<file path="src/hw/rtl/olr_pkg.sv">
// Shared types and constants of the object image record loader.
`default_nettype none
package olr_pkg;

  // Width of the internal word address counter; the result address is 16 bits.
  localparam int unsigned AddrBits = 16;
  localparam int unsigned TagW     = 16;
  localparam int unsigned ByteW    = 8;
  localparam int unsigned WordW    = 16;
  localparam int unsigned CfgIdxW  = 3;
  localparam int unsigned QueueDepth = 2;

  localparam logic [TagW-1:0] CodeTagRst       = 16'hCADE;
  localparam logic [TagW-1:0] DataTagRst       = 16'hDADA;
  localparam logic [TagW-1:0] SymbolTagRst     = 16'hC3B7;
  localparam logic [TagW-1:0] FileNameTagRst   = 16'hF17E;
  localparam logic [TagW-1:0] LineNumberTagRst = 16'h715E;

  typedef enum logic [CfgIdxW-1:0] {
    CfgCodeTag       = 3'd0,
    CfgDataTag       = 3'd1,
    CfgSymbolTag     = 3'd2,
    CfgFileNameTag   = 3'd3,
    CfgLineNumberTag = 3'd4
  } cfg_idx_e;

  typedef struct packed {
    logic               we;
    logic [CfgIdxW-1:0] index;
    logic [TagW-1:0]    data;
  } cfg_wr_t;

  typedef struct packed {
    logic [WordW-1:0] addr;
    logic [WordW-1:0] word;
  } wr_item_t;

endpackage
`default_nettype wire

</file>
<file path="src/hw/rtl/olr_front.sv">
// Front end: byte parser that decodes records and produces word writes.
`default_nettype none
module olr_front (
  input  wire                  clk_i,
  input  wire                  rst_ni,
  input  olr_pkg::cfg_wr_t     cfg_i,
  input  wire                  in_valid_i,
  output logic                 in_ready_o,
  input  wire  [7:0]           stream_byte_i,
  input  wire                  q_full_i,
  output logic                 push_o,
  output olr_pkg::wr_item_t    push_item_o
);
  import olr_pkg::*;

  localparam logic [3:0] PhTagHi  = 4'd0;
  localparam logic [3:0] PhTagLo  = 4'd1;
  localparam logic [3:0] PhAddrHi = 4'd2;
  localparam logic [3:0] PhAddrLo = 4'd3;
  localparam logic [3:0] PhWcntHi = 4'd4;
  localparam logic [3:0] PhWcntLo = 4'd5;
  localparam logic [3:0] PhWordHi = 4'd6;
  localparam logic [3:0] PhWordLo = 4'd7;
  localparam logic [3:0] PhSymPre = 4'd8;
  localparam logic [3:0] PhScntHi = 4'd9;
  localparam logic [3:0] PhScntLo = 4'd10;
  localparam logic [3:0] PhSkip   = 4'd11;

  logic [TagW-1:0]     code_tag_q, data_tag_q, symbol_tag_q, file_name_tag_q, line_tag_q;
  logic [3:0]          phase_q, phase_d;
  logic [ByteW-1:0]    held_q, held_d;
  logic [AddrBits-1:0] addr_q, addr_d;
  logic [WordW-1:0]    cnt_q, cnt_d;
  logic [WordW-1:0]    joined;
  logic [WordW-1:0]    cnt_dec;
  logic                accept;

  // Configuration registers.
  always_ff @(posedge clk_i or negedge rst_ni) begin
    if (!rst_ni) begin
      code_tag_q      <= CodeTagRst;
      data_tag_q      <= DataTagRst;
      symbol_tag_q    <= SymbolTagRst;
      file_name_tag_q <= FileNameTagRst;
      line_tag_q      <= LineNumberTagRst;
    end else if (cfg_i.we) begin
      case (cfg_i.index)
        CfgCodeTag:       code_tag_q      <= cfg_i.data;
        CfgDataTag:       data_tag_q      <= cfg_i.data;
        CfgSymbolTag:     symbol_tag_q    <= cfg_i.data;
        CfgFileNameTag:   file_name_tag_q <= cfg_i.data;
        CfgLineNumberTag: line_tag_q      <= cfg_i.data;
        default: ;
      endcase
    end
  end

  assign in_ready_o = !q_full_i;
  assign accept     = in_valid_i && in_ready_o;
  assign joined     = {held_q, stream_byte_i};
  assign cnt_dec    = cnt_q - 16'd1;

  always_comb begin
    phase_d     = phase_q;
    held_d      = held_q;
    addr_d      = addr_q;
    cnt_d       = cnt_q;
    push_o      = 1'b0;
    push_item_o.addr = 16'(addr_q);
    push_item_o.word = joined;
    if (accept) begin
      case (phase_q)
        PhTagLo: begin
          // First matching tag wins.
          if (joined == code_tag_q || joined == data_tag_q) begin
            phase_d = PhAddrHi;
          end else if (joined == symbol_tag_q) begin
            cnt_d   = 16'd2;
            phase_d = PhSymPre;
          end else if (joined == file_name_tag_q) begin
            phase_d = PhScntHi;
          end else if (joined == line_tag_q) begin
            cnt_d   = 16'd6;
            phase_d = PhSkip;
          end else begin
            phase_d = PhTagHi;
          end
        end
        PhAddrHi, PhWcntHi, PhWordHi, PhScntHi: begin
          held_d  = stream_byte_i;
          phase_d = phase_q + 4'd1;
        end
        PhAddrLo: begin
          addr_d  = AddrBits'(joined);
          phase_d = PhWcntHi;
        end
        PhWcntLo: begin
          cnt_d   = joined;
          phase_d = (joined == '0) ? PhTagHi : PhWordHi;
        end
        PhWordLo: begin
          push_o  = 1'b1;
          addr_d  = addr_q + AddrBits'(1);
          cnt_d   = cnt_dec;
          phase_d = (cnt_dec == '0) ? PhTagHi : PhWordHi;
        end
        PhSymPre: begin
          cnt_d = cnt_dec;
          if (cnt_dec == '0) begin
            phase_d = PhScntHi;
          end
        end
        PhScntLo: begin
          cnt_d   = joined;
          phase_d = (joined == '0) ? PhTagHi : PhSkip;
        end
        PhSkip: begin
          cnt_d = cnt_dec;
          if (cnt_dec == '0) begin
            phase_d = PhTagHi;
          end
        end
        default: begin
          // Tag high byte, and any unused code.
          held_d  = stream_byte_i;
          phase_d = PhTagLo;
        end
      endcase
    end
  end

  always_ff @(posedge clk_i or negedge rst_ni) begin
    if (!rst_ni) begin
      phase_q <= PhTagHi;
      held_q  <= '0;
      addr_q  <= '0;
      cnt_q   <= '0;
    end else begin
      phase_q <= phase_d;
      held_q  <= held_d;
      addr_q  <= addr_d;
      cnt_q   <= cnt_d;
    end
  end

endmodule
`default_nettype wire

</file>
<file path="src/hw/rtl/olr_queue.sv">
// Short queue of word writes between the parser and the output stage.
`default_nettype none
module olr_queue (
  input  wire                clk_i,
  input  wire                rst_ni,
  input  wire                push_i,
  input  olr_pkg::wr_item_t  push_item_i,
  output logic               full_o,
  output logic               valid_o,
  input  wire                pop_i,
  output olr_pkg::wr_item_t  head_o
);
  import olr_pkg::*;

  localparam int unsigned PtrW = $clog2(QueueDepth);
  localparam int unsigned CntW = $clog2(QueueDepth + 1);

  wr_item_t          slot_q [QueueDepth];
  logic [PtrW-1:0]   wr_ptr_q, rd_ptr_q;
  logic [CntW-1:0]   cnt_q;
  logic              do_push, do_pop;

  assign full_o  = (cnt_q == CntW'(QueueDepth));
  assign valid_o = (cnt_q != '0);
  assign head_o  = slot_q[rd_ptr_q];
  assign do_push = push_i && !full_o;
  assign do_pop  = pop_i && valid_o;

  always_ff @(posedge clk_i) begin
    if (do_push) begin
      slot_q[wr_ptr_q] <= push_item_i;
    end
  end

  always_ff @(posedge clk_i or negedge rst_ni) begin
    if (!rst_ni) begin
      wr_ptr_q <= '0;
      rd_ptr_q <= '0;
      cnt_q    <= '0;
    end else begin
      if (do_push) begin
        wr_ptr_q <= (wr_ptr_q == PtrW'(QueueDepth - 1)) ? '0 : wr_ptr_q + PtrW'(1);
      end
      if (do_pop) begin
        rd_ptr_q <= (rd_ptr_q == PtrW'(QueueDepth - 1)) ? '0 : rd_ptr_q + PtrW'(1);
      end
      case ({do_push, do_pop})
        2'b10:   cnt_q <= cnt_q + CntW'(1);
        2'b01:   cnt_q <= cnt_q - CntW'(1);
        default: cnt_q <= cnt_q;
      endcase
    end
  end

endmodule
`default_nettype wire

</file>
<file path="src/hw/rtl/olr_back.sv">
// Back end: output register that presents word writes to the receiver.
`default_nettype none
module olr_back (
  input  wire                clk_i,
  input  wire                rst_ni,
  input  wire                q_valid_i,
  input  olr_pkg::wr_item_t  q_head_i,
  output logic               q_pop_o,
  output logic               out_valid_o,
  input  wire                out_ready_i,
  output logic [15:0]        write_address_o,
  output logic [15:0]        write_word_o
);
  import olr_pkg::*;

  logic     valid_q;
  wr_item_t item_q;

  // Load a new item when the register is empty or being drained.
  assign q_pop_o = q_valid_i && (!valid_q || out_ready_i);

  always_ff @(posedge clk_i or negedge rst_ni) begin
    if (!rst_ni) begin
      valid_q <= 1'b0;
    end else if (!valid_q || out_ready_i) begin
      valid_q <= q_valid_i;
    end
  end

  always_ff @(posedge clk_i) begin
    if (q_pop_o) begin
      item_q <= q_head_i;
    end
  end

  assign out_valid_o     = valid_q;
  assign write_address_o = item_q.addr;
  assign write_word_o    = item_q.word;

endmodule
`default_nettype wire

</file>
<file path="src/hw/rtl/object_image_record_loader_unit.sv">
// Top level of the object image record loader.
// Usage:
//   Input channel (in_valid_i / in_ready_o / stream_byte_i) carries the
//   object image, one byte per item, big-endian values throughout.
//   Output channel (out_valid_o / out_ready_i) carries word writes,
//   write_address_o and write_word_o, one item per data word of a code or
//   data record; other records and unknown tags are consumed without output.
//   Configuration: cfg_we_i writes cfg_data_i into tag register cfg_index_i
//   (0 code, 1 data, 2 symbol, 3 file name, 4 line number); higher indexes
//   are ignored. Write only while the block is idle.
// Timing:
//   One byte per cycle while the queue has a free slot; the parser decides
//   each byte as it is accepted. A word write enters the queue at the edge
//   that accepts its low byte and reaches the output through the output register.
//   Input ready depends only on the two-entry queue having a free slot.
// Reset: asynchronous, active low; tags return to their defaults,
//   the parser waits for a tag and the queue and output register empty.
// Stall: when the receiver holds out_ready_i low, hold the output item,
//   fill the queue, and after two more words stop taking bytes.
`default_nettype none
module object_image_record_loader_unit (
  input  wire         clk_i,
  input  wire         rst_ni,
  input  wire         in_valid_i,
  output logic        in_ready_o,
  input  wire  [7:0]  stream_byte_i,
  output logic        out_valid_o,
  input  wire         out_ready_i,
  output logic [15:0] write_address_o,
  output logic [15:0] write_word_o,
  input  wire         cfg_we_i,
  input  wire  [2:0]  cfg_index_i,
  input  wire  [15:0] cfg_data_i
);
  import olr_pkg::*;

  cfg_wr_t  cfg;
  wr_item_t push_item, head_item;
  logic     push, q_full, q_valid, q_pop;

  assign cfg.we    = cfg_we_i;
  assign cfg.index = cfg_index_i;
  assign cfg.data  = cfg_data_i;

  // Parse bytes and emit a word write on each data word low byte.
  olr_front u_front (
    .clk_i         (clk_i),
    .rst_ni        (rst_ni),
    .cfg_i         (cfg),
    .in_valid_i    (in_valid_i),
    .in_ready_o    (in_ready_o),
    .stream_byte_i (stream_byte_i),
    .q_full_i      (q_full),
    .push_o        (push),
    .push_item_o   (push_item)
  );

  // Decouple parser from receiver backpressure.
  olr_queue u_queue (
    .clk_i       (clk_i),
    .rst_ni      (rst_ni),
    .push_i      (push),
    .push_item_i (push_item),
    .full_o      (q_full),
    .valid_o     (q_valid),
    .pop_i       (q_pop),
    .head_o      (head_item)
  );

  // Present writes to the receiver.
  olr_back u_back (
    .clk_i           (clk_i),
    .rst_ni          (rst_ni),
    .q_valid_i       (q_valid),
    .q_head_i        (head_item),
    .q_pop_o         (q_pop),
    .out_valid_o     (out_valid_o),
    .out_ready_i     (out_ready_i),
    .write_address_o (write_address_o),
    .write_word_o    (write_word_o)
  );

endmodule
`default_nettype wire

</file>
<file path="config.mk">
export PLATFORM = sky130hd
export DESIGN_NAME = object_image_record_loader_unit
export DESIGN_NICKNAME = d
export VERILOG_FILES = /design/src/hw/rtl/olr_pkg.sv /design/src/hw/rtl/olr_front.sv /design/src/hw/rtl/olr_queue.sv /design/src/hw/rtl/olr_back.sv /design/src/hw/rtl/object_image_record_loader_unit.sv
export SDC_FILE = /design/constraint.sdc
export NUM_CORES = 1
export LEC_CHECK = 0
export ABC_AREA = 1
export BUFFER_PORTS_ARGS = -buffer_cell sky130_fd_sc_hd__buf_2
export CELL_PAD_IN_SITES_DETAIL_PLACEMENT = 1
export CELL_PAD_IN_SITES_GLOBAL_PLACEMENT = 1
export CORE_UTILIZATION = 51
export CTS_CLUSTER_DIAMETER = 150
export DETAILED_ROUTE_END_ITERATION = 8
export PLACE_DENSITY_LB_ADDON = 0.12
export SYNTH_ARGS = -nofsm -noshare
export SYNTH_HDL_FRONTEND = slang
export SYNTH_HIERARCHICAL = 1
export SYNTH_SLANG_ARGS = --single-unit
</file>
<file path="constraint.sdc">
create_clock -name clk_i -period 7.5 [get_ports clk_i]
set_input_delay 1.125 -clock clk_i [delete_from_list [all_inputs] [get_ports clk_i]]
set_output_delay 1.125 -clock clk_i [all_outputs]
set_load 0.03 [all_outputs]
</file>
==> metrics.csv <==
stage;metric;value;unit
run_status;outcome;finished clean;
clock_network;numCtsBuffers;25;
logic_synthesis;synthTopCellsByArea;edfxtp_1, dfrtp_1, dfstp_2;
global_routing;antenna_found_initial;0;
logic_synthesis;yosysTopAreaCell;edfxtp_1;
sta;setup_tns;0;ns
layout;fin_util;0.584;
sta;tightest_slew;1.19;ns
power_and_ir_drop;power.density;270;mW/mm2
layout;fill_cells;2387;
layout;finalNonFillerCells;1492;
floorplanning;fp-row-count;53;
clock_network;ctsRootBufferMaster;clkbuf_16;
global_routing;grt_pass1_wl;45900;um
logic_synthesis;postSynthCellCount;1156;
worst_hold_path;hold_class;reg2reg;
critical_path;cpPeakStageDelay;0.65;ns
floorplanning;core-area;0.0211;mm2
critical_path;crit_fanout;32;
placed_design;post-place-ws;4.46;ns
clock_network;post_cts_buffers;0;
sta;hold_violations;0;
placed_design;place_inst;1447;
critical_path;crit_chain;ha_1 > nand3_2 > nand2_1 > nor2_2 > nand2_1 > nand2_1 > nand3b_4 > nand2_1 > o21ai_2;
layout;fin_nets;1239;
layout;final_cell_area;0.0123;mm2
logic_synthesis;ys.flop_type;edfxtp_1;
logic_synthesis;syn_area;0.0110;mm2
global_routing;grt_max_degree;67;
layout;area_growth;11.7;%
layout;drive_above_1_share;0.191;
sta;rsz0062_at_grt;no;
logic_synthesis;ys_seq_area_frac;0.560;
logic_synthesis;avgSynthCellArea;9.54;um2
sta;min_period;3.08;ns
global_routing;grt_remaining_overflow;0;
power_and_ir_drop;fin_total_pwr;3.32;mW
critical_path;end_kind;flop;
critical_path;critical_path_class;reg2reg;
sta;fmax;324;MHz
clock_network;cts_sinks;225;
placed_design;gp_congestion;0.848;
clock_network;path_clk_slew;0.06;ns
global_routing;grt_pass1_vias;8462;
logic_synthesis;async_flop_share;0.573;
critical_path;crit_required;7.90;ns
detailed_routing;drc_errors;0;
logic_synthesis;synth_common_cells;nand2_1, o21ai_0, edfxtp_1, nor2_1, dfrtp_1;
clock_network;clock_path_buffers;3;
clock_network;cts_resized;0;
critical_path;cpMaxStageDelayCell;nand2_1;
critical_path;path_common_cell;nand2_1;
detailed_routing;viasPerCell;5.44;
clock_network;cts_tree;yes;
sta;finClkSkew;0.0145;ns
floorplanning;fp.dieW;149;um
sta;setup_viol;0;
run;drv_cap;0;
logic_synthesis;synth_most_common_cell;nand2_1;
floorplanning;fp.dieH;149;um
clock_network;clk-insertion-delay-late;0.53;ns
critical_path;worstPathArrival;3.48;ns
layout;antenna_cells;0;
placed_design;dp_hpwl;19100;um
placed_design;io_buffer_count;65;
floorplanning;initial_core_util;0.523;
detailed_routing;vias;8123;
logic_synthesis;yosysWarnings;6;
sta;relSlewSlack;0.207;
logic_synthesis;synth_edf_count;96;
detailed_routing;drtIter0Drc;385;
sta;whs;0.496;ns
logic_synthesis;yosysUniqueCellTypes;44;
sta;setup_ws;4.42;ns
sta;drv_slew;0;
power_and_ir_drop;power_leakage;5.36;nW
logic_synthesis;synth_nets;1196;
global_routing;track_usage;0.267;
critical_path;critPathLaunchType;flop;
detailed_routing;final_antenna_net_count;0;
logic_synthesis;ys_seq_elements;225;
floorplanning;ios;66;
clock_network;cts.htree.levels;1;
power_and_ir_drop;vdd_drop_max;0.000157;V
clock_network;ctsHoldBuffers;0;
detailed_routing;first_pass_iters;5;
sta;period_share;0.411;
floorplanning;dieArea;0.0222;mm2
detailed_routing;wl_per_cell;19.2;um
detailed_routing;wl;28600;um
placed_design;dpl_cell_area;0.0114;mm2
logic_synthesis;synth_top_area_frac;0.261;
[layer usage]
metal / GRT usage / up-vias / wire length, um
li1: - / 3837 / -
met1: 0.338 / 4068 / 12200
met2: 0.477 / 165 / 14700
met3: 0.0303 / 53 / 978
met4: 0.0867 / 0 / 798
met5: 0 / - / 0
[power breakdown]
| part | leakage [nW] | total, mW | internal (mW) | switching (mW) |
|---|---|---|---|---|
| clock | 0.447 | 1.35 | 0.852 | 0.500 |
| combinational | 2.49 | 0.424 | 0.172 | 0.253 |
| sequential | 2.42 | 1.54 | 1.42 | 0.126 |
| total | 5.36 | 3.32 | 2.44 | 0.879 |
[logic make-up after synthesis]
family	count (synthesis)	synth area share
and+or+nand+nor	522	0.209
DFF	225	0.560
AOI/OAI and AO/OA	175	0.0917
buffers and inverters	143	0.0640
xor gates and xnor gates	83	0.0659
adders and majority gates	8	0.00908
[registers in the layout (all words and copies together), names as in the netlist]
register,cells
u_front/phase_q,4
u_front/data_tag_q,16
u_back/write_word_o,16
u_front/line_tag_q,16
u_front/symbol_tag_q,16
u_queue/wr_ptr_q,1
u_front/code_tag_q,16
u_back/out_valid_o,1
u_front/cnt_q,16
u_back/write_address_o,16
u_queue/cnt_q,2
u_queue/rd_ptr_q,1
u_front/addr_q,16
u_front/held_q,8
u_queue/slot_q,64
u_front/file_name_tag_q,16
[area by class of cell]
class / count / area (um2) / area share
flip-flops and latches: 225 / 6170 / 0.501
clock inverters: 13 / 235 / 0.0191
clock buffers: 32 / 682 / 0.0554
well taps: 275 / 344 / 0.0279
repair buffers: 74 / 395 / 0.0321
inverters: 85 / 327 / 0.0265
multi-input cells: 788 / 4160 / 0.338
[placed cells by master, fill, tap and decap left out, types with 40 or more instances in the layout]
master / n
o21ai_0: 107
inv_1: 78
dfstp_2: 50
nor2_1: 90
xor2_1: 43
dfrtp_1: 79
xnor2_1: 40
buf_2: 64
nand2_1: 332
edfxtp_1: 96
[final timing paths]
path | startpoint | slack [ns] | depth (start not counted) | end
min in group asynchronous | rst_ni | 0.69 | 1 | u_front/cnt_q[12]
worst min-delay path | u_queue/wr_ptr_q | 0.50 | 2 | u_queue/wr_ptr_q
worst min register to register | u_queue/wr_ptr_q | 0.50 | 2 | u_queue/wr_ptr_q
max in group asynchronous | rst_ni | 5.38 | 2 | u_front/data_tag_q[0]
worst max register to register | u_front/phase_q[1] | 4.42 | 9 | u_front/cnt_q[10]
worst max-delay path | u_front/phase_q[1] | 4.42 | 9 | u_front/cnt_q[10]
[critical path: cells and delay by family (launching register included)]
family                   cells  cell delay [ns]
adder cells (fa/ha/maj)      1             0.32
AND/OR/NAND/NOR              7             2.08
AO/OA/AOI/OAI                1             0.07
flip-flops                   1             0.45
Note: power is estimated with default switching activity, not from simulation.
